`src/hdl/rlete_pkg.sv`:
```
// Shared types, constants and helpers for the run-length threshold encoder.
package rlete_pkg;

  localparam int unsigned CODE_W     = 8;
  localparam int unsigned THR_W      = 6;
  localparam int unsigned COPY_W     = THR_W;
  localparam int unsigned SKIP_W     = 16;
  localparam int unsigned CFG_DATA_W = 16;

  localparam logic [THR_W-1:0] THR_CAP = THR_W'(62);

  typedef enum logic [0:0] {
    REG_RUN_THRESHOLD = 1'b0,
    REG_SKIP_COUNT    = 1'b1
  } cfg_reg_t;

  // One run to expand: value repeated copies times, then an optional tail word.
  typedef struct packed {
    logic [CODE_W-1:0] value;
    logic [COPY_W-1:0] copies;
    logic              tail_en;
    logic [CODE_W-1:0] tail;
  } seg_t;

  // Work left by one element: up to two runs, emitted in order.
  typedef struct packed {
    seg_t seg_a;
    seg_t seg_b;
    logic stream_end;
  } job_t;

  localparam seg_t SEG_EMPTY = '{value: '0, copies: '0, tail_en: 1'b0, tail: '0};

  function automatic logic seg_live(seg_t s);
    return (s.copies != '0) || s.tail_en;
  endfunction

endpackage

```
`src/hdl/rlete_if.sv`:
```
// Channel interfaces: element input, code word output and register write port.
interface rlete_in_if;
  import rlete_pkg::*;
  logic              valid;
  logic              ready;
  logic [CODE_W-1:0] element;
  logic              end_of_buffer;

  modport source (output valid, output element, output end_of_buffer, input ready);
  modport sink   (input valid, input element, input end_of_buffer, output ready);
endinterface

interface rlete_out_if;
  import rlete_pkg::*;
  logic              valid;
  logic              ready;
  logic [CODE_W-1:0] code_word;
  logic              last_of_step;
  logic              stream_end;

  modport source (output valid, output code_word, output last_of_step, output stream_end,
                  input ready);
  modport sink   (input valid, input code_word, input last_of_step, input stream_end,
                  output ready);
endinterface

interface rlete_cfg_if;
  import rlete_pkg::*;
  logic                  valid;
  logic                  ready;
  cfg_reg_t              index;
  logic [CFG_DATA_W-1:0] data;

  modport source (output valid, output index, output data, input ready);
  modport sink   (input valid, input index, input data, output ready);
endinterface

```
`src/hdl/rlete_run_tracker.sv`:
```
// Run tracking state and per-element job builder.
module rlete_run_tracker #(
  parameter int unsigned ELEMENT_BITS = 8
) (
  input  logic                          clk,
  input  logic                          rst_n,
  input  logic                          accept,
  input  logic [rlete_pkg::CODE_W-1:0]  element,
  input  logic                          end_of_buffer,
  input  logic [rlete_pkg::THR_W-1:0]   run_threshold,
  input  logic [rlete_pkg::SKIP_W-1:0]  skip_count,
  output logic                          push,
  output rlete_pkg::job_t               job,
  output logic                          run_idle
);
  import rlete_pkg::*;

  localparam int unsigned CntW = ((ELEMENT_BITS > CODE_W) ? ELEMENT_BITS : CODE_W) + 1;
  localparam logic [CODE_W-1:0] ElemMask = (ELEMENT_BITS >= CODE_W) ? {CODE_W{1'b1}} :
                                           CODE_W'((64'd1 << ELEMENT_BITS) - 64'd1);
  localparam logic [ELEMENT_BITS-1:0] RunMax = '1;

  logic [CODE_W-1:0]       prev_r, prev_nxt, prev_mid;
  logic [ELEMENT_BITS-1:0] len_r, len_nxt, len_mid;
  logic [SKIP_W-1:0]       pos_r, pos_nxt;
  logic [CODE_W-1:0]       elem_m;
  logic [THR_W-1:0]        thr_eff;
  logic                    pass, extend, brk;
  seg_t                    seg_a, seg_b;

  function automatic seg_t encode_run(logic [CODE_W-1:0] value,
                                      logic [ELEMENT_BITS-1:0] count,
                                      logic [THR_W-1:0] thr);
    logic [CntW-1:0] cnt_x;
    logic [CntW-1:0] thr_x;
    logic [CntW-1:0] diff;
    seg_t            s;
    cnt_x     = CntW'(count);
    thr_x     = CntW'(thr);
    diff      = cnt_x - thr_x;
    s.value   = value;
    s.copies  = (cnt_x < thr_x) ? cnt_x[COPY_W-1:0] : thr;
    s.tail_en = (cnt_x >= thr_x);
    s.tail    = diff[CODE_W-1:0] & ElemMask;
    return s;
  endfunction

  always_comb begin
    elem_m  = element & ElemMask;
    thr_eff = (run_threshold > THR_CAP) ? THR_CAP : run_threshold;
    // pass-through only before any element of this buffer was coded
    pass    = (len_r == '0) && (pos_r < skip_count);
    extend  = !pass && (elem_m == prev_r) && (len_r != RunMax);
    brk     = !pass && !extend;

    if (pass) begin
      seg_a = '{value: elem_m, copies: COPY_W'(1), tail_en: 1'b0, tail: '0};
    end else if (brk) begin
      seg_a = encode_run(prev_r, len_r, thr_eff);
    end else begin
      seg_a = SEG_EMPTY;
    end

    prev_mid = brk ? elem_m : prev_r;
    if (brk) begin
      len_mid = ELEMENT_BITS'(1);
    end else if (extend) begin
      len_mid = len_r + ELEMENT_BITS'(1);
    end else begin
      len_mid = len_r;
    end

    // flush the open run on the last element
    seg_b = end_of_buffer ? encode_run(prev_mid, len_mid, thr_eff) : SEG_EMPTY;

    job.seg_a      = seg_a;
    job.seg_b      = seg_b;
    job.stream_end = end_of_buffer;
    push           = accept && (seg_live(seg_a) || seg_live(seg_b));

    prev_nxt = prev_r;
    len_nxt  = len_r;
    pos_nxt  = pos_r;
    if (accept) begin
      if (end_of_buffer) begin
        prev_nxt = '0;
        len_nxt  = '0;
        pos_nxt  = '0;
      end else begin
        prev_nxt = prev_mid;
        len_nxt  = len_mid;
        pos_nxt  = (pos_r != {SKIP_W{1'b1}}) ? pos_r + SKIP_W'(1) : pos_r;
      end
    end
  end

  always_ff @(posedge clk) begin
    if (!rst_n) begin
      prev_r <= '0;
      len_r  <= '0;
      pos_r  <= '0;
    end else begin
      prev_r <= prev_nxt;
      len_r  <= len_nxt;
      pos_r  <= pos_nxt;
    end
  end

  assign run_idle = (len_r == '0) && (pos_r == '0) && (prev_r == '0);

endmodule

```
`src/hdl/rlete_emitter.sv`:
```
// Job register and output word register: expands runs into one word per cycle unless stalled.
module rlete_emitter (
  input  logic                         clk,
  input  logic                         rst_n,
  input  logic                         push,
  input  rlete_pkg::job_t              job_in,
  output logic                         in_ready,
  output logic                         out_valid,
  input  logic                         out_ready,
  output logic [rlete_pkg::CODE_W-1:0] code_word,
  output logic                         last_of_step,
  output logic                         stream_end,
  output logic                         job_busy
);
  import rlete_pkg::*;

  logic              job_valid_r, job_valid_nxt;
  job_t              job_r, job_nxt, job_load;
  logic              out_valid_r, out_valid_nxt;
  logic [CODE_W-1:0] word_r, word_nxt, word_cur;
  logic              last_r, last_nxt, last_cur;
  logic              end_r, end_nxt;
  logic              out_adv, emit, finish, seg_done;
  seg_t              seg_after;

  always_comb begin
    // move the second run forward when the first is empty
    job_load = job_in;
    if (!seg_live(job_in.seg_a)) begin
      job_load.seg_a = job_in.seg_b;
      job_load.seg_b = SEG_EMPTY;
    end

    out_adv = !out_valid_r || out_ready;
    emit    = job_valid_r && out_adv;

    seg_after = job_r.seg_a;
    if (job_r.seg_a.copies != '0) begin
      word_cur         = job_r.seg_a.value;
      seg_after.copies = job_r.seg_a.copies - COPY_W'(1);
    end else begin
      word_cur          = job_r.seg_a.tail;
      seg_after.tail_en = 1'b0;
    end
    seg_done = !seg_live(seg_after);
    last_cur = seg_done && !seg_live(job_r.seg_b);
    finish   = emit && last_cur;
    in_ready = !job_valid_r || finish;

    job_nxt       = job_r;
    job_valid_nxt = job_valid_r;
    if (push) begin
      job_nxt       = job_load;
      job_valid_nxt = 1'b1;
    end else if (emit) begin
      if (seg_done) begin
        job_nxt.seg_a = job_r.seg_b;
        job_nxt.seg_b = SEG_EMPTY;
      end else begin
        job_nxt.seg_a = seg_after;
      end
      if (finish) begin
        job_valid_nxt = 1'b0;
      end
    end

    out_valid_nxt = out_adv ? emit : out_valid_r;
    word_nxt      = emit ? word_cur : word_r;
    last_nxt      = emit ? last_cur : last_r;
    end_nxt       = emit ? job_r.stream_end : end_r;
  end

  always_ff @(posedge clk) begin
    if (!rst_n) begin
      job_valid_r <= 1'b0;
      out_valid_r <= 1'b0;
    end else begin
      job_valid_r <= job_valid_nxt;
      out_valid_r <= out_valid_nxt;
    end
  end

  always_ff @(posedge clk) begin
    job_r  <= job_nxt;
    word_r <= word_nxt;
    last_r <= last_nxt;
    end_r  <= end_nxt;
  end

  assign out_valid    = out_valid_r;
  assign code_word    = word_r;
  assign last_of_step = last_r;
  assign stream_end   = end_r;
  assign job_busy     = job_valid_r;

endmodule

```
`src/hdl/rle_threshold_encoder.sv`:
```
// Top level of the run-length threshold encoder: registers, run tracker and emitter.
// Takes one element per cycle while elements only extend a run or need no output and no
// job is pending; every code word leaves through a single output register, one word per
// cycle while out_ch is ready. An element that ends a run (or a pass-through element, or
// the last element of a buffer) leaves a job of 1 to 64 words, and the input is held
// until the next-to-last word of that job has left. Its words pass through the job
// register and then the output register. Configuration is written through cfg_ch, which
// is always ready; write only while no job is in flight.
module rle_threshold_encoder #(
  parameter int unsigned ELEMENT_BITS = 8
) (
  input  logic        clk,
  input  logic        rst_n,
  rlete_in_if.sink    in_ch,
  rlete_out_if.source out_ch,
  rlete_cfg_if.sink   cfg_ch
);
  import rlete_pkg::*;

  logic [THR_W-1:0]  thr_r, thr_nxt;
  logic [SKIP_W-1:0] skip_r, skip_nxt;
  logic              in_accept, push, in_ready, job_busy, run_idle;
  job_t              job;

  assign cfg_ch.ready = 1'b1;

  always_comb begin
    thr_nxt  = thr_r;
    skip_nxt = skip_r;
    if (cfg_ch.valid && cfg_ch.ready) begin
      case (cfg_ch.index)
        REG_RUN_THRESHOLD: thr_nxt  = cfg_ch.data[THR_W-1:0];
        REG_SKIP_COUNT:    skip_nxt = cfg_ch.data[SKIP_W-1:0];
        default: begin
          thr_nxt  = thr_r;
          skip_nxt = skip_r;
        end
      endcase
    end
  end

  always_ff @(posedge clk) begin
    if (!rst_n) begin
      thr_r  <= THR_W'(2);
      skip_r <= '0;
    end else begin
      thr_r  <= thr_nxt;
      skip_r <= skip_nxt;
    end
  end

  assign in_ch.ready = in_ready;
  assign in_accept   = in_ch.valid && in_ready;

  rlete_run_tracker #(
    .ELEMENT_BITS (ELEMENT_BITS)
  ) u_tracker (
    .clk           (clk),
    .rst_n         (rst_n),
    .accept        (in_accept),
    .element       (in_ch.element),
    .end_of_buffer (in_ch.end_of_buffer),
    .run_threshold (thr_r),
    .skip_count    (skip_r),
    .push          (push),
    .job           (job),
    .run_idle      (run_idle)
  );

  rlete_emitter u_emitter (
    .clk          (clk),
    .rst_n        (rst_n),
    .push         (push),
    .job_in       (job),
    .in_ready     (in_ready),
    .out_valid    (out_ch.valid),
    .out_ready    (out_ch.ready),
    .code_word    (out_ch.code_word),
    .last_of_step (out_ch.last_of_step),
    .stream_end   (out_ch.stream_end),
    .job_busy     (job_busy)
  );

`ifndef SYNTHESIS
  // state returns to its reset values after the last element of a buffer
  a_flush_clears: assert property (@(posedge clk) disable iff (!rst_n)
    in_accept && in_ch.end_of_buffer |=> run_idle)
    else $error("run state not cleared after end of buffer");

  // a word that is not the last of its element always has more work behind it
  a_more_pending: assert property (@(posedge clk) disable iff (!rst_n)
    out_ch.valid && !out_ch.last_of_step |-> job_busy)
    else $error("non-final word shown with no job pending");

  // words of one element follow each other without a gap
  a_burst_contiguous: assert property (@(posedge clk) disable iff (!rst_n)
    out_ch.valid && out_ch.ready && !out_ch.last_of_step |=>
      out_ch.valid && (out_ch.stream_end == $past(out_ch.stream_end)))
    else $error("burst interrupted or stream_end changed within a burst");
`endif

endmodule
```
`src/flat_wrapper.sv`:
```
// flat-port wrapper written by rule: the top's interface ports become plain ports
module rle_threshold_encoder_flat import rlete_pkg::*;
#(
  parameter int unsigned ELEMENT_BITS = 8
)
  (clk, rst_n, in_ch_valid, in_ch_element, in_ch_end_of_buffer, in_ch_ready, out_ch_valid, out_ch_code_word, out_ch_last_of_step, out_ch_stream_end, out_ch_ready, cfg_ch_valid, cfg_ch_index, cfg_ch_data, cfg_ch_ready);
  rlete_in_if in_ch_i ();
  rlete_out_if out_ch_i ();
  rlete_cfg_if cfg_ch_i ();
  input  logic clk;
  input  logic rst_n;
  input wire logic [$bits(in_ch_i.valid)-1:0] in_ch_valid;
  input wire logic [$bits(in_ch_i.element)-1:0] in_ch_element;
  input wire logic [$bits(in_ch_i.end_of_buffer)-1:0] in_ch_end_of_buffer;
  output wire logic [$bits(in_ch_i.ready)-1:0] in_ch_ready;
  output wire logic [$bits(out_ch_i.valid)-1:0] out_ch_valid;
  output wire logic [$bits(out_ch_i.code_word)-1:0] out_ch_code_word;
  output wire logic [$bits(out_ch_i.last_of_step)-1:0] out_ch_last_of_step;
  output wire logic [$bits(out_ch_i.stream_end)-1:0] out_ch_stream_end;
  input wire logic [$bits(out_ch_i.ready)-1:0] out_ch_ready;
  input wire logic [$bits(cfg_ch_i.valid)-1:0] cfg_ch_valid;
  input wire logic [$bits(cfg_ch_i.index)-1:0] cfg_ch_index;
  input wire logic [$bits(cfg_ch_i.data)-1:0] cfg_ch_data;
  output wire logic [$bits(cfg_ch_i.ready)-1:0] cfg_ch_ready;
  assign in_ch_i.valid = in_ch_valid;
  assign in_ch_i.element = in_ch_element;
  assign in_ch_i.end_of_buffer = in_ch_end_of_buffer;
  assign in_ch_ready = in_ch_i.ready;
  assign out_ch_valid = out_ch_i.valid;
  assign out_ch_code_word = out_ch_i.code_word;
  assign out_ch_last_of_step = out_ch_i.last_of_step;
  assign out_ch_stream_end = out_ch_i.stream_end;
  assign out_ch_i.ready = out_ch_ready;
  assign cfg_ch_i.valid = cfg_ch_valid;
  assign cfg_ch_i.index = cfg_ch_index;
  assign cfg_ch_i.data = cfg_ch_data;
  assign cfg_ch_ready = cfg_ch_i.ready;
  rle_threshold_encoder #(.ELEMENT_BITS(ELEMENT_BITS)) u_core (.clk(clk), .rst_n(rst_n), .in_ch(in_ch_i), .out_ch(out_ch_i), .cfg_ch(cfg_ch_i));
endmodule
```
`config.mk`:
```
export PLATFORM = sky130hd
export DESIGN_NAME = rle_threshold_encoder_flat
export DESIGN_NICKNAME = d
export VERILOG_FILES = /design/src/hdl/rlete_pkg.sv /design/src/hdl/rlete_if.sv /design/src/hdl/rlete_run_tracker.sv /design/src/hdl/rlete_emitter.sv /design/src/hdl/rle_threshold_encoder.sv /design/src/flat_wrapper.sv
export SDC_FILE = /design/constraint.sdc
export NUM_CORES = 1
export LEC_CHECK = 0
export BUFFER_PORTS_ARGS = -buffer_cell sky130_fd_sc_hd__buf_4
export CORE_MARGIN = 3
export CORE_UTILIZATION = 25
export CTS_BUF_LIST = sky130_fd_sc_hd__clkbuf_4 sky130_fd_sc_hd__clkbuf_8
export CTS_CLUSTER_DIAMETER = 200
export CTS_CLUSTER_SIZE = 20
export DETAILED_ROUTE_END_ITERATION = 10
export HOLD_SLACK_MARGIN = 0.12
export PLACE_DENSITY = 0.4
export SLEW_MARGIN = 20
export SYNTH_ARGS = -nofsm -noshare
export SYNTH_HDL_FRONTEND = slang
export SYNTH_SLANG_ARGS = --single-unit
```
`constraint.sdc`:
```
create_clock -name clk -period 6.8 [get_ports clk]
set_input_delay 0.34 -clock clk [delete_from_list [all_inputs] [get_ports clk]]
set_output_delay 0.34 -clock clk [all_outputs]
set_load 0.03 [all_outputs]
```
==> impl_metrics.py, run 1 <==
metrics = {
    "floorplan": {
        "die_x_um": 172,
        "rows": 60,
        "die_y_um": 172,
        "pin_count": 44,
        "die-area_um2": 29600,
        "core_um2": 27000,
        "initial_utilization": 0.255,
    },
    "yosys": {
        "syn_nets": 832,
        "synth_top_area_frac": 0.249,
        "yosys-top-cells-area": "edfxtp_1 25%, dfxtp_1 16%, ha_1 5.8%",
        "synthesis.area_um2": 6880,
        "yosysUniqueCellTypes": 73,
        "yosysSeqAreaShare": 0.411,
        "synth_edf_count": 57,
        "yosys_register_bits": 113,
        "yosysTopAreaCell": "edfxtp_1",
        "synthCells": 767,
        "synth_area_per_cell_um2": 8.98,
        "async_flop_share": 0,
        "yosys_warnings": 0,
        "synth_top_flop_cell": "edfxtp_1",
    },
    "worst_setup_path": {
        "cp-startpoint": "u_core.skip_r[15]$_SDFFE_PN0P_",
        "worstPathRequired_ns": 6.89,
        "r2r_cells": 19,
        "r2r-end": "u_core.u_emitter.job_r[17]$_SDFFCE_PN0P_",
        "end_kind": "flip-flop",
        "rr_startpoint": "u_core.skip_r[15]$_SDFFE_PN0P_",
        "cp_data_arrival_time_ns": 5.43,
        "reg2reg_slack_ns": 1.45,
        "crit_chain": "inv_1 -> ha_1 -> nand4_1 -> or2_1 -> or4_1 -> and3_1 -> mux2i_1 -> ha_1 -> inv_1 -> fa_1 -> nand2_1 -> a21o_1 -> o2bb2ai_1 -> nand2_1 -> o32ai_1 -> o21ai_2 -> buf_4 -> o31ai_4 -> buf_4",
        "critPathSlowestCell": "or4_1",
        "max_stage_delay_ns": 0.60,
        "critPathMaxFanout": 41,
        "worstSetupEndpoint": "u_core.u_emitter.job_r[17]$_SDFFCE_PN0P_",
        "setup.worst_path.class": "flip-flop to flip-flop",
        "startpoint_type": "flip-flop",
    },
    "cts": {
        "post_cts_buffers": 0,
        "cts_buffer_depth": 2,
        "clk_pin_slew_ns": 0.08,
        "cts_inserted_buffers": 17,
        "clk_latency_ns": 0.45,
        "cts_hold_buf": 0,
        "cts_root_buffer": "clkbuf_8",
        "cts_tree": "built",
        "cts_resized": 0,
        "h-tree-depth": 4,
        "cts_sinks": 113,
    },
    "power": {
        "power_density_nw_per_um2": 238,
        "p_leak_nw": 2.84,
        "total_power_mw": 1.87,
        "peakVddDrop_mv": 0.0938,
    },
    "placed_design": {
        "post_dp_cell_area_um2": 7510,
        "dpl.hpwl_um": 14800,
        "place_inst": 1116,
        "portBuffers": 42,
        "gp_congestion": 0.898,
    },
    "layout": {
        "layout_commonest_cell": "nand2_1",
        "final_area_um2": 7880,
        "layout-drive-gt1-share": 0.133,
        "diodes": 0,
        "fin_cells": 1148,
        "final.fill_count": 2917,
        "most-common-layout-cells": "96 x nand2_1, 59 x nor2_1, 57 x edfxtp_1",
        "fin_nets": 859,
        "area.growth.synth_to_final_pct": 14.5,
        "final_util": 0.292,
    },
    "grt": {
        "grt-ovfl-total": 0,
        "track_usage": 0.140,
        "grt_pass1_wl_um": 32100,
        "antenna_found_initial": 0,
        "grt_max_degree": 44,
        "grt_pass1_vias": 5611,
    },
    "hold_path": {
        "min_path_type": "input port to flip-flop",
    },
    "route": {
        "first_iter_violations": 328,
        "viasPerCell": 4.85,
        "ant_nets": 0,
        "firstDrtPassIters": 5,
        "wl_per_cell_um": 17.6,
        "vias": 5568,
        "drc": 0,
        "drt_wl_total_um": 20300,
    },
    "run": {
        "max-cap-violations": 0,
    },
    "timing": {
        "hold_viol": 0,
        "fin_crit_sh": 0.786,
        "setup_viol": 0,
        "max_freq_mhz": 187,
        "rsz0062_at_grt": "false",
        "tns_ns": 0,
        "clock_skew_ns": 0.0230,
        "period_minus_slack_ns": 5.35,
        "slew_headroom": 0.376,
        "finalMaxSlewViolations": 0,
        "tightest_slew_ns": 0.932,
    },
    "run_status": {
        "outcome": "finished clean",
    },
}
## power breakdown
part / switching, mW / internal (mW) / total [mW]
logic: 0.273 / 0.147 / 0.420
registers: 0.0344 / 0.802 / 0.836
clock network: 0.322 / 0.296 / 0.618
## sequential cells by signal, summed over array words and instances, names as in the netlist, 6 cells and up
signal and count:
u_core.u_tracker.prev_r 8, u_core.u_tracker.len_r 8, u_core.u_emitter.code_word 8, u_core.u_tracker.pos_r 16, u_core.skip_r 16, u_core.thr_r 6, u_core.u_emitter.job_r 47
## layout make-up
| type | count | area (um^2) | area share |
|---|---|---|---|
| clock inverter | 14 | 128 | 0.0162 |
| multi-input combinational | 578 | 3760 | 0.476 |
| tap | 341 | 427 | 0.0541 |
| timing repair buffer | 49 | 368 | 0.0467 |
| inverter | 35 | 131 | 0.0167 |
| clock buffer | 18 | 241 | 0.0306 |
| sequential | 113 | 2830 | 0.359 |
## worst min path at each step
stage / start / end / slack [ns] / cells after the start
detailed placement: u_core.u_emitter.job_r[0]$_DFFE_PN_ / u_core.u_emitter.stream_end$_DFFE_PP_ / 0.42 / 0
global route: cfg_ch_data[7] / u_core.skip_r[7]$_SDFFE_PN0P_ / 0.14 / 3
floorplan: u_core.u_emitter.job_r[0]$_DFFE_PN_ / u_core.u_emitter.stream_end$_DFFE_PP_ / 0.40 / 0
finish: cfg_ch_data[6] / u_core.skip_r[6]$_SDFFE_PN0P_ / 0.15 / 3
CTS: cfg_ch_data[7] / u_core.skip_r[7]$_SDFFE_PN0P_ / 0.13 / 3
global placement: u_core.u_emitter.job_r[0]$_DFFE_PN_ / u_core.u_emitter.stream_end$_DFFE_PP_ / 0.41 / 0
## critical path: cells and delay by family, from the launching register on
family                   cells  cell delay, ns
AND/OR/NAND/NOR              6            1.65
flip-flops                   1            0.34
AO/OA/AOI/OAI                5            1.00
adder cells (fa/ha/maj)      3            0.90
multiplexers                 1            0.25
buffers and inverters        4            0.81
## layer usage
metal  vias to the layer above  wire length [um]  track usage  part of all wire
li1                       2826                 -            -                 -
met2                       103              8850        0.213              0.44
met5                         -                 0            0                 0
met1                      2629             10400        0.203              0.51
met3                        10               826       0.0297             0.041
met4                         0               180       0.0337            0.0089
## kinds of logic after synthesis
group | after synthesis | share of synthesized area
xor+xnor | 35 | 0.0445
simple gates | 296 | 0.212
flops | 113 | 0.411
compound gates | 194 | 0.194
other cells | 1 | 0.000545
fa+ha+maj | 34 | 0.0640
mux | 18 | 0.0282
buf+inv | 76 | 0.0458
## per-stage QoR
stage               setup WS, ns  hold WS [ns]
floorplan                   1.48         0.400
global route               0.965         0.137
detailed placement          1.47         0.423
finish                      1.45         0.152
global placement            1.59         0.409
CTS                         1.46         0.129
## Yosys cell counts (10+ instances only)
cell,count
nor2b_1,21
o21ai_0,41
a22oi_1,16
nor3_1,22
nand3_1,32
xnor2_1,26
nand2_1,96
buf_2,15
edfxtp_1,57
nor4_1,10
nor2_1,59
dfxtp_1,56
inv_1,35
a21boi_0,32
a21oi_1,36
clkbuf_1,23
ha_1,32
mux2_2,11
and3_1,12
No activity file was read; power rests on OpenSTA's default activity.
==> run 2, diff against run 1 <==
--- a/config.mk
+++ b/config.mk
@@ -13,7 +13,7 @@
 export CTS_CLUSTER_SIZE = 20
 export DETAILED_ROUTE_END_ITERATION = 10
 export HOLD_SLACK_MARGIN = 0.12
-export PLACE_DENSITY = 0.4
+export PLACE_DENSITY = 0.41
 export SLEW_MARGIN = 20
 export SYNTH_ARGS = -nofsm -noshare
 export SYNTH_HDL_FRONTEND = slang
==> constraint.sdc (replaced) <==
create_clock -name clk -period 4.8 [get_ports clk]
set_input_delay 0.24 -clock clk [delete_from_list [all_inputs] [get_ports clk]]
set_output_delay 0.24 -clock clk [all_outputs]
set_load 0.03 [all_outputs]
==> run 2 against run 1 <==
  * First-iteration DRC count rose by 3.7%
  * Largest power group unchanged
  * Register-to-register slack got worse by 1.2 ns
  * Total power rose by 51%
  * Worst setup slack got worse by 1.2 ns
  * Highest routed layer unchanged
  * Clock skew fell by 0.0074 ns
  * Sequential cell count did not move
  * Count of clock-buffer cells in the layout fell by 1
  * Sequential share of layout area fell by 2.6 points
  * Via count rose by 3.4%
  * Global-route usage rose by 0.19 points
==> impl_metrics.py, run 2 (synthesized netlist as in run 1, its figures left out) <==
metrics = {
    "layout": {
        "largest_reg_flops": 47,
        "fin_nets": 913,
        "layout_commonest_cell": "nand2_1",
        "layout-drive-gt1-share": 0.166,
        "reg.largest.list": "u_core.u_emitter.job_r x47, u_core.skip_r x16, u_core.u_tracker.pos_r x16",
        "most-common-layout-cells": "95 x nand2_1, 72 x buf_4, 59 x nor2_1",
        "final.fill_count": 2852,
        "top_register": "u_core.u_emitter.job_r",
        "area.growth.synth_to_final_pct": 23.6,
        "final_util": 0.315,
        "final_area_um2": 8510,
        "diodes": 0,
    },
    "floorplan": {
        "die_y_um": 172,
        "die_x_um": 172,
        "core_um2": 27000,
        "pin_count": 44,
        "rows": 60,
        "die-area_um2": 29600,
        "initial_utilization": 0.255,
    },
    "worst_setup_path": {
        "reg2reg_slack_ns": 0.21,
        "cp_data_arrival_time_ns": 4.75,
        "setup.worst_path.class": "flip-flop to flip-flop",
        "end_kind": "flip-flop",
        "path_delay_family": "simple AND/OR/NAND/NOR gates",
        "crit_chain": "ha_1 -> nand4_1 -> buf_4 -> nor2_1 -> or4_4 -> or3_1 -> a32o_2 -> fa_1 -> nand2_1 -> a21o_1 -> o2bb2ai_2 -> nand2_2 -> o32ai_4 -> o21ai_4 -> buf_4 -> o31ai_4 -> clkbuf_16",
        "max_stage_delay_ns": 0.52,
        "cpMostUsedCell": "buf_4",
        "startpoint_type": "flip-flop",
        "critical_path_buf_inv_count": 3,
        "worstPathRequired_ns": 4.96,
        "critPathMaxFanout": 6,
        "critPathSlowestCell": "or4_4",
    },
    "power": {
        "p_leak_nw": 3.13,
        "pwr-share-seq": 0.420,
        "power_density_nw_per_um2": 332,
        "internal_power_mw": 1.89,
        "total_power_mw": 2.82,
        "power.switching_uw": 931,
        "clockPowerShare": 0.338,
        "combinationalPowerShare": 0.242,
        "swShare": 0.330,
        "peakVddDrop_mv": 0.125,
    },
    "route": {
        "wl_met2_um": 9240,
        "wl_per_cell_um": 17.3,
        "vias": 5756,
        "firstDrtPassIters": 5,
        "ant_nets": 0,
        "drt_wl_total_um": 20800,
        "highest_layer": "met4",
        "first_iter_violations": 340,
        "viasPerCell": 4.79,
        "wl_met3_um": 839,
        "wl_met1_um": 10400,
        "drc": 0,
    },
    "cts": {
        "h-tree-depth": 4,
        "cts_tree": "built",
        "cts_sinks": 113,
        "clk_pin_slew_ns": 0.08,
        "clk_latency_ns": 0.45,
        "cts_buffer_depth": 2,
        "cts_root_buffer": "clkbuf_8",
        "cts_inserted_buffers": 17,
    },
    "grt": {
        "antenna_found_initial": 0,
        "grt_pass1_vias": 5629,
        "grt_pass1_wl_um": 32200,
        "grt_max_degree": 44,
        "track_usage": 0.142,
        "grt-ovfl-total": 0,
    },
    "timing": {
        "tightest_slew_ns": 0.938,
        "hold_viol": 0,
        "max_freq_mhz": 218,
        "fin_crit_sh": 0.956,
        "slew_headroom": 0.372,
        "setup_viol": 0,
        "finalMaxSlewViolations": 0,
        "setup_ws_ns": 0.211,
        "clock_skew_ns": 0.0156,
        "period_minus_slack_ns": 4.59,
    },
    "run": {
        "max-cap-violations": 0,
    },
    "placed_design": {
        "portBuffers": 42,
        "dpl_worst_slack_ns": 0.115,
        "dpl.hpwl_um": 15200,
        "gp_congestion": 0.919,
        "post_dp_cell_area_um2": 7700,
    },
    "hold_path": {
        "min_path_type": "input port to flip-flop",
    },
    "run_status": {
        "outcome": "finished clean",
    },
}
==> run 2: path summary, 6_finish.rpt <==
kind,from,endpoint,depth (start not counted)
setup / recovery,u_core.u_tracker.pos_r[13]$_SDFFE_PN0P_,u_core.u_emitter.job_r[12]$_SDFFCE_PN0P_,17
hold / removal,out_ch_ready,u_core.u_emitter.out_valid$_SDFFE_PN0N_,3
setup reg to reg,u_core.u_tracker.pos_r[13]$_SDFFE_PN0P_,u_core.u_emitter.job_r[12]$_SDFFCE_PN0P_,17
hold reg to reg,u_core.u_emitter.job_r[0]$_DFFE_PN_,u_core.u_emitter.stream_end$_DFFE_PP_,0
==> run 2: worst min-delay path: stages <==
cell	delay (ns)
buf_4	0.08
nand2b_1	0.12
a21boi_0	0.08
==> run 2: layer usage <==
metal | global-route usage | vias up
met5 | 0 | -
met4 | 0.0441 | 0
met3 | 0.0249 | 16
met2 | 0.217 | 139
met1 | 0.204 | 2673
li1 | - | 2928
==> run 2: cell type report <==
| type | instances | area [um^2] | area share |
|---|---|---|---|
| clock inverter | 15 | 171 | 0.0201 |
| multi-input combinational | 578 | 3810 | 0.447 |
| clock buffer | 17 | 234 | 0.0275 |
| inverter | 35 | 131 | 0.0154 |
| timing repair buffer | 103 | 905 | 0.106 |
| sequential | 113 | 2830 | 0.333 |
| tap | 341 | 427 | 0.0501 |
==> run 2: power by group through the flow <==
| stage | clock network (mW) | logic [mW] | registers [mW] |
|---|---|---|---|
| floorplan | 0 | 0.395 | 1.21 |
| global placement | 0 | 0.628 | 1.21 |
| detailed placement | 0 | 0.623 | 1.21 |
| CTS | 0.988 | 0.641 | 1.19 |
| global route | 1.03 | 0.756 | 1.20 |
| finish | 0.954 | 0.684 | 1.18 |
==> run 2: repair_timing <==
item,4_1_cts,5_1_grt
endpoints found under the hold margin,30,0
hold buffers,24,0
buffers inserted,0,3
gates resized for setup,0,9
endpoints found under the setup margin,0,65
==> run 2: through the flow <==
step           setup TNS [ns]  std cells  hold slack, ns
3_3_place_gp                0       1138           0.420
3_5_place_dp                0       1138           0.405
4_1_cts                     0       1194           0.125
6_report                    0       1202           0.144
2_1_floorplan               0        767           0.339
5_1_grt               -0.0104       1202           0.165
==> run 3, diff against run 2 <==
==> constraint.sdc (replaced) <==
create_clock -name clk -period 3.9 [get_ports clk]
set_input_delay 0.195 -clock clk [delete_from_list [all_inputs] [get_ports clk]]
set_output_delay 0.195 -clock clk [all_outputs]
set_load 0.03 [all_outputs]
==> run 3 against run 2 <==
  * The flow now finishes with violations (negative setup slack)
  * Sequential power grew 24%
  * Wire length grew 6.4%
  * Count of clock-buffer cells in the layout is the same
  * Worst setup slack lost 0.60 ns
  * Non-clock buffer count grew 95
  * Register-to-register slack lost 0.60 ns
  * Critical endpoint is now u_core.u_emitter.job_r[24]$_DFFE_PP_
  * Largest power group unchanged
==> impl_metrics.py, run 3 (synthesized netlist as in run 1, its figures left out) <==
metrics = {
    "worst_setup_path": {
        "crit_chain": "inv_2 -> ha_4 -> nand4_1 -> or2_1 -> or4_4 -> and3_4 -> mux2i_2 -> ha_2 -> inv_2 -> fa_2 -> nand2_2 -> a21o_1 -> o2bb2ai_4 -> nand2_2 -> o32ai_4 -> o21ai_4 -> buf_12 -> buf_4 -> buf_6 -> nand3_2 -> o21ai_2",
        "max_stage_delay_ns": 0.49,
        "cp_data_arrival_time_ns": 4.48,
        "worstPathRequired_ns": 4.10,
        "critical_path_buf_inv_count": 5,
        "path_delay_family": "simple AND/OR/NAND/NOR gates",
        "end_kind": "flip-flop",
        "critPathSlowestCell": "or4_4",
        "startpoint_type": "flip-flop",
        "critPathMaxFanout": 5,
        "setup.worst_path.class": "flip-flop to flip-flop",
    },
    "floorplan": {
        "initial_utilization": 0.255,
        "pin_count": 44,
        "die-area_um2": 29600,
        "die_x_um": 172,
        "core_um2": 27000,
        "die_y_um": 172,
        "rows": 60,
    },
    "timing": {
        "setup_ws_ns": -0.384,
        "setup_viol": 78,
        "fin_crit_sh": 1.10,
        "period_minus_slack_ns": 4.28,
        "tns_ns": -24.10,
        "whs_ns": 0.176,
        "hold_viol": 0,
        "rsz0062_at_grt": "true",
        "max_freq_mhz": 233,
        "tightest_slew_ns": 0.965,
        "slew_headroom": 0.354,
        "clock_skew_ns": 0.0211,
        "finalMaxSlewViolations": 0,
    },
    "layout": {
        "fin_cells": 1297,
        "diodes": 0,
        "final.fill_count": 2819,
        "largest_reg_flops": 47,
        "layout-drive-gt1-share": 0.313,
        "fin_nets": 1008,
        "top_register": "u_core.u_emitter.job_r",
        "most-common-layout-cells": "156 x buf_4, 91 x nand2_1, 58 x nor2_1",
        "area.growth.synth_to_final_pct": 39.3,
        "layout_commonest_cell": "buf_4",
        "reg.largest.list": "u_core.u_emitter.job_r x47, u_core.skip_r x16, u_core.u_tracker.pos_r x16",
    },
    "cts": {
        "cts_buffer_depth": 2,
        "clk_latency_ns": 0.45,
        "clk_pin_slew_ns": 0.08,
        "cts_tree": "built",
        "cts_inserted_buffers": 17,
        "cts_sinks": 113,
        "cts_root_buffer": "clkbuf_8",
        "h-tree-depth": 4,
    },
    "grt": {
        "grt-ovfl-total": 0,
        "grt_pass1_wl_um": 34900,
        "grt_max_degree": 44,
        "grt_pass1_vias": 6080,
        "track_usage": 0.153,
        "antenna_found_initial": 0,
    },
    "route": {
        "first_iter_violations": 354,
        "firstDrtPassIters": 4,
        "drt_wl_total_um": 22100,
        "drc": 0,
        "vias": 6151,
        "viasPerCell": 4.74,
        "wl_met3_um": 606,
        "wl_met2_um": 9750,
        "highest_layer": "met4",
        "wl_met1_um": 11400,
        "ant_nets": 0,
        "wl_per_cell_um": 17.0,
    },
    "placed_design": {
        "dpl.hpwl_um": 16100,
        "place_inst": 1212,
        "portBuffers": 42,
        "gp_congestion": 0.867,
        "dpl_worst_slack_ns": -0.482,
    },
    "run_status": {
        "outcome": "complete, but fails checks",
        "violations": "negative setup slack",
    },
    "power": {
        "peakVddDrop_mv": 0.149,
        "power_density_nw_per_um2": 379,
        "p_leak_nw": 3.69,
        "total_power_mw": 3.63,
    },
    "hold_path": {
        "min_path_type": "input port to flip-flop",
    },
    "run": {
        "max-cap-violations": 0,
    },
}
run 3: cell types whose count changed in the layout (fill, tap and decap cells not counted), moves of 6 or more:
cell / delta
o21ai_2: +6
inv_1: -8
ha_1: -7
dfxtp_1: -9
dfxtp_2: +9
inv_2: +7
o21ai_0: -9
buf_4: +84
ha_4: +6
run 3: worst reg2reg max path: stages, from the launching register on:
cell	delay, ns
dfxtp_2	0.34
inv_2	0.04
ha_4	0.26
nand4_1	0.12
or2_1	0.29
or4_4	0.49
and3_4	0.20
mux2i_2	0.20
ha_2	0.22
inv_2	0.04
fa_2	0.34
nand2_2	0.08
a21o_1	0.17
o2bb2ai_4	0.14
nand2_2	0.10
o32ai_4	0.33
o21ai_4	0.14
buf_12	0.16
buf_4	0.13
buf_6	0.11
nand3_2	0.06
o21ai_2	0.07
run 3: stage by stage:
step | util | cell area, um^2
4_1_cts | 0.348 | 9390
5_1_grt | 0.355 | 9590
3_5_place_dp | 0.309 | 8350
6_report | 0.355 | 9590
3_3_place_gp | 0.309 | 8350
2_1_floorplan | - | 6960
run 3: layout make-up:
class                      count  area [um^2]  share of cell area
multi-input combinational    578         4100               0.428
sequential                   113         2840               0.297
clock buffer                  17          234              0.0244
tap                          341          427              0.0445
clock inverter                15          161              0.0168
inverter                      35          136              0.0142
timing repair buffer         198         1690               0.176
run 3: routing by layer:
| layer | global-route usage | vias to the layer above |
|---|---|---|
| li1 | - | 3129 |
| met1 | 0.224 | 2906 |
| met2 | 0.237 | 95 |
| met3 | 0.0224 | 21 |
| met4 | 0.0413 | 0 |
| met5 | 0 | - |
run 3: what timing repair did:
| action | in CTS | in global routing |
|---|---|---|
| setup buffers | 19 | 7 |
| hold buffers | 26 | 0 |
| setup endpoints to repair | 79 | 81 |
| cloned | 1 | 3 |
| hold endpoints to repair | 34 | 0 |
| pin swaps | 15 | 9 |
| gates resized for setup | 60 | 31 |
run 3: path summary, 6_finish.rpt:
check	start	end	slack (ns)	cells after the start
max	u_core.skip_r[14]$_SDFFE_PN0P_	u_core.u_emitter.job_r[24]$_DFFE_PP_	-0.38	21
min	rst_n	u_core.thr_r[1]$_SDFFE_PN1P_	0.18	2
max reg2reg	u_core.skip_r[14]$_SDFFE_PN0P_	u_core.u_emitter.job_r[24]$_DFFE_PP_	-0.38	21
min reg2reg	u_core.u_emitter.job_r[0]$_DFFE_PN_	u_core.u_emitter.stream_end$_DFFE_PP_	0.42	0
run 3: power breakdown:
| part | switching (mW) | total, mW | internal, mW |
|---|---|---|---|
| clock network | 0.623 | 1.16 | 0.536 |
| registers | 0.0604 | 1.46 | 1.40 |
| logic | 0.556 | 1.02 | 0.459 |
| total | 1.24 | 3.63 | 2.39 |
